==> src/hw/rtl/asoc_pkg.sv <==
// Package with the widths and constants of the accelerometer offset calibrator.
package asoc_pkg;

   localparam int CAL_LOG2   = 11;
   localparam int WORD_W     = 16;
   localparam int SAMPLE_SH  = 6;
   localparam int SAMPLE_W   = WORD_W - SAMPLE_SH;
   localparam int SCALED_W   = SAMPLE_W + 3;
   localparam int CSAMPLE_W  = 13;
   localparam int SUM_W      = CSAMPLE_W + CAL_LOG2;
   localparam int OFS_W      = 12;
   localparam int VALUE_W    = 14;
   localparam int SCALE_W    = 2;
   localparam int GRAV_W     = 11;
   localparam int CSR_IDX_W  = 2;
   localparam int AXES       = 3;
   localparam int REQ_DATA_W = 48;
   localparam int RSP_DATA_W = 48;

   localparam logic [SCALE_W-1:0] SCALE_RESET   = 2'd1;
   localparam logic [GRAV_W-1:0]  GRAVITY_RESET = 11'd1000;

   localparam logic signed [CSAMPLE_W-1:0] OFS_MAX = 13'sd2047;
   localparam logic signed [CSAMPLE_W-1:0] OFS_MIN = -13'sd2048;

   typedef enum logic [CSR_IDX_W-1:0] {
      REG_SCALE_CODE  = 2'd0,
      REG_CALIBRATING = 2'd1,
      REG_GRAVITY_MG  = 2'd2
   } reg_index_type;

endpackage

==> src/hw/rtl/accel_sample_offset_calibrator_unit.sv <==
// Top level of the accelerometer offset calibrator.
//
// Each request transfer carries three raw 16-bit accelerometer words. Every
// word is reduced to a 10-bit sample by an arithmetic right shift of six.
// With calibrating clear, each sample is shifted left by scale_code, the
// stored offset of its axis is subtracted, and one response transfer with
// tuser low carries the three corrected values in mg.
// With calibrating set, the samples are summed per axis with gravity_mg
// taken from Z, and no response is sent until the 2^CAL_LOG2-th sample. That
// sample produces one response with tuser high that carries the new offsets,
// which are also stored; the sums and the sample counter then restart.
// Registers are written through the csr channel, which is always ready;
// writes belong only to idle periods, and an index past the list is ignored.
// An item passes an input register and then a result register before
// rsp_tvalid rises. One item is taken every cycle while rsp_tready
// is high; the result register can hold a finished response while the input
// register takes the next request. When the receiver stalls, items back up
// into those two registers and then req_tready falls.
// Reset restores scale_code 1, calibrating 0, gravity_mg 1000, and clears
// the offsets, the sums, the counter and both registers' valid flags.
module accel_sample_offset_calibrator_unit (
   input  logic                                  clock,
   input  logic                                  reset,
   input  logic                                  req_tvalid,
   output logic                                  req_tready,
   // x_word [15:0], y_word [31:16], z_word [47:32].
   input  logic [asoc_pkg::REQ_DATA_W-1:0]       req_tdata,
   output logic                                  rsp_tvalid,
   input  logic                                  rsp_tready,
   // x_value [13:0], y_value [27:14], z_value [41:28], zero fill above.
   output logic [asoc_pkg::RSP_DATA_W-1:0]       rsp_tdata,
   // is_offset [0].
   output logic                                  rsp_tuser,
   input  logic                                  csr_valid,
   output logic                                  csr_ready,
   input  logic [asoc_pkg::CSR_IDX_W-1:0]        csr_index,
   input  logic [asoc_pkg::GRAV_W-1:0]           csr_data
);

   logic [asoc_pkg::SCALE_W-1:0] scale_ff;
   logic                         cal_ff;
   logic [asoc_pkg::GRAV_W-1:0]  grav_ff;

   logic                                s1_valid_ff;
   logic [asoc_pkg::WORD_W-1:0]         s1_word_ff [asoc_pkg::AXES];

   logic signed [asoc_pkg::OFS_W-1:0]   ofs_ff  [asoc_pkg::AXES];
   logic signed [asoc_pkg::OFS_W-1:0]   ofs_in  [asoc_pkg::AXES];
   logic signed [asoc_pkg::SUM_W-1:0]   sum_ff  [asoc_pkg::AXES];
   logic signed [asoc_pkg::SUM_W-1:0]   sum_in  [asoc_pkg::AXES];
   logic [asoc_pkg::CAL_LOG2-1:0]       count_ff;
   logic [asoc_pkg::CAL_LOG2-1:0]       count_in;

   logic                                out_valid_ff;
   logic                                out_valid_in;
   logic signed [asoc_pkg::VALUE_W-1:0] out_value_ff [asoc_pkg::AXES];
   logic signed [asoc_pkg::VALUE_W-1:0] out_value_in [asoc_pkg::AXES];
   logic                                out_flag_ff;
   logic                                out_flag_in;

   logic                                  s1_fire;
   logic                                  cal_done;
   logic signed [asoc_pkg::SAMPLE_W-1:0]  sample    [asoc_pkg::AXES];
   logic signed [asoc_pkg::CSAMPLE_W-1:0] csample   [asoc_pkg::AXES];
   logic signed [asoc_pkg::SUM_W-1:0]     sum_next  [asoc_pkg::AXES];
   logic signed [asoc_pkg::CSAMPLE_W-1:0] avg       [asoc_pkg::AXES];
   logic signed [asoc_pkg::OFS_W-1:0]     avg_sat   [asoc_pkg::AXES];
   logic signed [asoc_pkg::SCALED_W-1:0]  scaled    [asoc_pkg::AXES];
   logic signed [asoc_pkg::VALUE_W-1:0]   corrected [asoc_pkg::AXES];

   assign csr_ready  = 1'b1;
   assign s1_fire    = s1_valid_ff && (!out_valid_ff || rsp_tready);
   assign req_tready = !s1_valid_ff || s1_fire;
   assign cal_done   = (count_ff == {asoc_pkg::CAL_LOG2{1'b1}});

   always_comb begin
      for (int i = 0; i < asoc_pkg::AXES; i++) begin
         sample[i]  = signed'(s1_word_ff[i][asoc_pkg::WORD_W-1:asoc_pkg::SAMPLE_SH]);
         csample[i] = {{(asoc_pkg::CSAMPLE_W-asoc_pkg::SAMPLE_W){sample[i][asoc_pkg::SAMPLE_W-1]}},
                       sample[i]};
         if (i == asoc_pkg::AXES - 1) begin
            csample[i] = csample[i]
                       - signed'({{(asoc_pkg::CSAMPLE_W-asoc_pkg::GRAV_W){1'b0}}, grav_ff});
         end
         sum_next[i] = sum_ff[i]
                     + {{(asoc_pkg::SUM_W-asoc_pkg::CSAMPLE_W){csample[i][asoc_pkg::CSAMPLE_W-1]}},
                        csample[i]};
         avg[i] = sum_next[i][asoc_pkg::SUM_W-1:asoc_pkg::CAL_LOG2];
         if (avg[i] > asoc_pkg::OFS_MAX) begin
            avg_sat[i] = asoc_pkg::OFS_MAX[asoc_pkg::OFS_W-1:0];
         end else if (avg[i] < asoc_pkg::OFS_MIN) begin
            avg_sat[i] = asoc_pkg::OFS_MIN[asoc_pkg::OFS_W-1:0];
         end else begin
            avg_sat[i] = avg[i][asoc_pkg::OFS_W-1:0];
         end
         scaled[i] = {{(asoc_pkg::SCALED_W-asoc_pkg::SAMPLE_W){sample[i][asoc_pkg::SAMPLE_W-1]}},
                      sample[i]} <<< scale_ff;
         corrected[i] = {{(asoc_pkg::VALUE_W-asoc_pkg::SCALED_W){scaled[i][asoc_pkg::SCALED_W-1]}},
                         scaled[i]}
                      - {{(asoc_pkg::VALUE_W-asoc_pkg::OFS_W){ofs_ff[i][asoc_pkg::OFS_W-1]}},
                         ofs_ff[i]};
      end
   end

   always_comb begin
      out_valid_in = out_valid_ff && !rsp_tready;
      out_flag_in  = out_flag_ff;
      count_in     = count_ff;
      for (int i = 0; i < asoc_pkg::AXES; i++) begin
         out_value_in[i] = out_value_ff[i];
         ofs_in[i]       = ofs_ff[i];
         sum_in[i]       = sum_ff[i];
      end
      if (s1_fire) begin
         if (!cal_ff) begin
            out_valid_in = 1'b1;
            out_flag_in  = 1'b0;
            for (int i = 0; i < asoc_pkg::AXES; i++) begin
               out_value_in[i] = corrected[i];
            end
         end else begin
            count_in     = count_ff + 1'b1;
            out_valid_in = cal_done;
            out_flag_in  = 1'b1;
            for (int i = 0; i < asoc_pkg::AXES; i++) begin
               if (cal_done) begin
                  sum_in[i]       = '0;
                  ofs_in[i]       = avg_sat[i];
                  out_value_in[i] = {{(asoc_pkg::VALUE_W-asoc_pkg::OFS_W){avg_sat[i][asoc_pkg::OFS_W-1]}},
                                     avg_sat[i]};
               end else begin
                  sum_in[i] = sum_next[i];
               end
            end
         end
      end
   end

   always_ff @(posedge clock) begin
      if (reset) begin
         scale_ff     <= asoc_pkg::SCALE_RESET;
         cal_ff       <= 1'b0;
         grav_ff      <= asoc_pkg::GRAVITY_RESET;
         s1_valid_ff  <= 1'b0;
         out_valid_ff <= 1'b0;
         count_ff     <= '0;
         for (int i = 0; i < asoc_pkg::AXES; i++) begin
            ofs_ff[i] <= '0;
            sum_ff[i] <= '0;
         end
      end else begin
         if (csr_valid && csr_ready) begin
            unique case (csr_index)
               asoc_pkg::REG_SCALE_CODE:  scale_ff <= csr_data[asoc_pkg::SCALE_W-1:0];
               asoc_pkg::REG_CALIBRATING: cal_ff   <= csr_data[0];
               asoc_pkg::REG_GRAVITY_MG:  grav_ff  <= csr_data;
               default: ;
            endcase
         end
         if (req_tready) begin
            s1_valid_ff <= req_tvalid;
         end
         out_valid_ff <= out_valid_in;
         count_ff     <= count_in;
         for (int i = 0; i < asoc_pkg::AXES; i++) begin
            ofs_ff[i] <= ofs_in[i];
            sum_ff[i] <= sum_in[i];
         end
      end
   end

   always_ff @(posedge clock) begin
      if (req_tready && req_tvalid) begin
         for (int i = 0; i < asoc_pkg::AXES; i++) begin
            s1_word_ff[i] <= req_tdata[i*asoc_pkg::WORD_W +: asoc_pkg::WORD_W];
         end
      end
      out_flag_ff <= out_flag_in;
      for (int i = 0; i < asoc_pkg::AXES; i++) begin
         out_value_ff[i] <= out_value_in[i];
      end
   end

   assign rsp_tvalid = out_valid_ff;
   assign rsp_tuser  = out_flag_ff;
   assign rsp_tdata  = {{(asoc_pkg::RSP_DATA_W-asoc_pkg::AXES*asoc_pkg::VALUE_W){1'b0}},
                        out_value_ff[2], out_value_ff[1], out_value_ff[0]};

endmodule

==> config.mk <==
export PLATFORM = sky130hd
export DESIGN_NAME = accel_sample_offset_calibrator_unit
export DESIGN_NICKNAME = d
export VERILOG_FILES = /design/src/hw/rtl/asoc_pkg.sv /design/src/hw/rtl/accel_sample_offset_calibrator_unit.sv
export SDC_FILE = /design/constraint.sdc
export NUM_CORES = 1
export LEC_CHECK = 0
export BUFFER_PORTS_ARGS = -buffer_cell sky130_fd_sc_hd__buf_4
export CORE_MARGIN = 2
export CORE_UTILIZATION = 40
export DETAILED_ROUTE_END_ITERATION = 10
export PLACE_DENSITY = 0.69
export SYNTH_ARGS = -nofsm -noshare
export SYNTH_HDL_FRONTEND = slang
export SYNTH_SLANG_ARGS = --single-unit
==> constraint.sdc <==
create_clock -name clock -period 4.9 [get_ports clock]
set_input_delay 0.735 -clock clock [delete_from_list [all_inputs] [get_ports clock]]
set_output_delay 0.735 -clock clock [all_outputs]
set_load 0.01 [all_outputs]
==> flow_metrics.env <==
export IMPL_clk_insertion_delay_late_ns=0.55
export IMPL_cts_tree="built"
export IMPL_hpwl_um=26300
export IMPL_post_place_cells=2116
export IMPL_postSynthAreaPerCell_um2=8.95
export IMPL_die_height_um=193
export IMPL_grt_overflow_total=0
export IMPL_grt_setup_unrepaired="true"
export IMPL_die_width_um=193
export IMPL_max_cap_violations=0
export IMPL_area_growth_synth_to_final_pct=17.4
export IMPL_synth_compound_area_share=0.218
export IMPL_synth_fa_ha_area_frac=0.140
export IMPL_path_clk_slew_ns=0.06
export IMPL_die_area_um2=37300
export IMPL_synth_flop_cell="dfxtp_1"
export IMPL_async_reset_ff_frac=0
export IMPL_antenna_violating_nets_left=0
export IMPL_timing_limited_maximum_frequency_mhz=205
export IMPL_design_core_area_um2=35400
export IMPL_report_final_hold_viol_count=0
export IMPL_worst_path_max_fanout=12
export IMPL_via_count_of_the_first_global_routing_pass=11500
export IMPL_fin_nets=1896
export IMPL_relSlewSlack=0.367
export IMPL_worstSetupPathType="flop to flop"
export IMPL_maxSlewViolCount=0
export IMPL_number_of_filler_instances_in_the_final_layout=3355
export IMPL_routed_via_count_divided_by_cell_count=5.61
export IMPL_gpl_final_weighted_congestion=0.891
export IMPL_synth_edff_count=73
export IMPL_final_cells=2179
export IMPL_synth_mux_area_fraction=0.0443
export IMPL_placementRows=69
export IMPL_drive_gt1_frac=0.171
export IMPL_drt_iter0_drc=665
export IMPL_storage_cell_area_um2=4900
export IMPL_fin_crit_sh=0.994
export IMPL_hold_path_class="primary input to flop"
export IMPL_synth_ff_latch_count=208
export IMPL_kind_of_start_point_of_the_critical_path="flop"
export IMPL_root_buffer_master="clkbuf_16"
export IMPL_min_period_ns=4.87
export IMPL_grt_start_max_net_pins=52
export IMPL_multi_input_comb_area_um2=9070
export IMPL_total_number_of_clock_tree_sinks=208
export IMPL_antenna_found_initial=0
export IMPL_timing_hold_ws_ns=0.356
export IMPL_drt_wirelength_per_cell_um=16.9
export IMPL_worst_ir_drop_vdd_mv=0.249
export IMPL_clock_path_buffers=3
export IMPL_cts_buffers_inserted=27
export IMPL_synth_top_family_by_area="compound AO/OA/AOI/OAI gates"
export IMPL_wl_um=36800
export IMPL_final_count_of_negative_setup_slack_endpoints=0
export IMPL_placement_setup_worst_slack_ns=-0.0275
export IMPL_cp_data_arrival_time_ns=5.34
export IMPL_post_synth_and_or_nand_nor_area_fraction=0.149
export IMPL_worst_r2r_startpoint="s1_word_ff[0][38]"
export IMPL_final_setup_skew_ns=0.0234
export IMPL_synth_area_um2=14300
export IMPL_ctsHtreeMaxLevel=1
export IMPL_power_per_cell_area_nw_per_um2=287
export IMPL_groute_usage_overall=0.192
export IMPL_report_power_total_mw=4.81
export IMPL_insertedDiodeCount=0
export IMPL_tightestPinTransition_ns=0.950
export IMPL_cp_data_required_time_ns=5.37
export IMPL_endpoint_kind="flop"
export IMPL_synth_area_in_xor_xnor=0.0619
export IMPL_hold_path_start="req_tdata[28]"
export IMPL_num_io_pins=118
export IMPL_first_pass_grt_wire_length_um=57700
export IMPL_synth_cells=1598
export IMPL_status="finished, final reports clean"
export IMPL_ys_warnings_count=0
export IMPL_dr_vias=12200
export IMPL_critical_path_startpoint="s1_word_ff[0][38]"
export IMPL_synth_yosys_seq_area_share=0.342
export IMPL_buffer_ports_inserted=92
export IMPL_layout_setup_ws_ns=0.0300
export IMPL_detailedRoute_firstPassIterationCount=5
export IMPL_start_util=0.404
export IMPL_yosys_cell_types_count=78
export IMPL_total_leakage_power_nw=6.72
export IMPL_drc_errors=0
## worst paths after layout
path | to | slack [ns] | depth (start not counted)
worst max register to register | ofs_ff[0][34] | 0.03 | 22
worst min register to register | ofs_ff[0][27] | 0.45 | 2
worst min-delay path | s1_word_ff[0][28] | 0.36 | 1
worst max-delay path | ofs_ff[0][34] | 0.03 | 22
## cells by family (layout without fill, tap and decap cells)
| family | after synthesis | in the layout |
|---|---|---|
| AO/OA/AOI/OAI | 460 | 460 |
| XOR/XNOR | 101 | 101 |
| adder cells (fa/ha/maj) | 160 | 160 |
| buffers and inverters | 158 | 273 |
| flip-flops | 208 | 208 |
| multiplexers | 40 | 40 |
| other | 2 | 7 |
| AND/OR/NAND/NOR | 469 | 469 |
## cells in the mapped netlist (all sizes together), types with 34 or more instances
| cell type | n | area (µm²) |
|---|---|---|
| a211oi | 34 | 310 |
| a21o | 37 | 278 |
| a21oi | 153 | 769 |
| a22oi | 45 | 338 |
| clkbuf | 55 | 208 |
| dfxtp | 135 | 2700 |
| edfxtp | 73 | 2190 |
| ha | 125 | 1560 |
| inv | 87 | 327 |
| nand2 | 112 | 420 |
| nand3 | 38 | 190 |
| nor2 | 186 | 698 |
| o21ai | 65 | 325 |
| xnor2 | 67 | 587 |
| xor2 | 34 | 298 |
## state kept, by name, indices dropped and copies added, names as in the netlist
register and count:
s1_valid_ff 1, s1_word_ff 30, rsp_tuser 1, grav_ff 11
rsp_tvalid 1, ofs_ff 36, out_value_ff 42, sum_ff 72
count_ff 11, cal_ff 1, scale_ff 2
## routing by layer
layer	GRT usage	vias to the layer above	part of all wire
li1	-	6009	-
met1	0.259	5831	0.45
met2	0.320	314	0.46
met3	0.0212	62	0.055
met4	0.0661	0	0.030
met5	0	-	0
## cell usage in the layout (no fill, tap or decap), types with 22 or more instances in the layout
cell	n
o21ai_0	56
ha_1	117
buf_4	135
a21oi_1	148
xnor2_1	65
inv_1	83
nand2_1	111
nor2_1	184
a21o_1	37
xor2_1	33
a211oi_1	22
nor3_1	28
clkbuf_16	27
a22oi_1	45
o21a_1	22
dfxtp_1	131
edfxtp_1	73
nand3_1	38
## critical path: stages, from the launching register on
cell and delay, ns:
edfxtp_1 0.42, inv_2 0.09, ha_4 0.14, fa_2 0.22, nor2b_2 0.05, o31a_1 0.30, o31a_1 0.34, o41ai_4 0.40
buf_4 0.18, o221ai_4 0.14, inv_4 0.15, buf_4 0.14, ha_1 0.26, nor2_1 0.08, or2_2 0.34, o31ai_4 0.33
xnor2_2 0.13, xnor2_2 0.22, buf_12 0.16, inv_2 0.06, maj3_2 0.32, buf_4 0.14, a211oi_2 0.17
## stage by stage
stage / setup TNS, ns / cell area, µm² / util
2_1_floorplan: 0 / 14300 / -
3_3_place_gp: 0 / 15500 / 0.439
3_5_place_dp: -0.0275 / 15500 / 0.439
4_1_cts: 0 / 16400 / 0.463
5_1_grt: -0.662 / 16800 / 0.474
6_report: 0 / 16800 / 0.474
## report_power, final
part | switching [mW] | internal (mW) | leakage [nW]
Clock | 0.770 | 1.17 | 0.430
Combinational | 0.518 | 0.430 | 4.50
Sequential | 0.0529 | 1.86 | 1.79
Total | 1.34 | 3.47 | 6.72
## cell type report
cell class / instances / share of cell area
Sequential cell: 208 / 0.292
Tap cell: 461 / 0.0344
Timing Repair inverter: 1 / 0.000447
Multi-Input combinational cell: 1237 / 0.541
Timing Repair Buffer: 136 / 0.0616
Clock inverter: 10 / 0.00596
Inverter: 87 / 0.0196
Clock buffer: 39 / 0.0453
## what timing repair did
action	in CTS	in global routing
pin swaps	0	31
hold buffers	0	0
setup buffers	0	13
setup endpoints to repair	8	23
cloned	0	1
resized for setup	2	49
No activity file was read; power rests on OpenSTA's default activity.
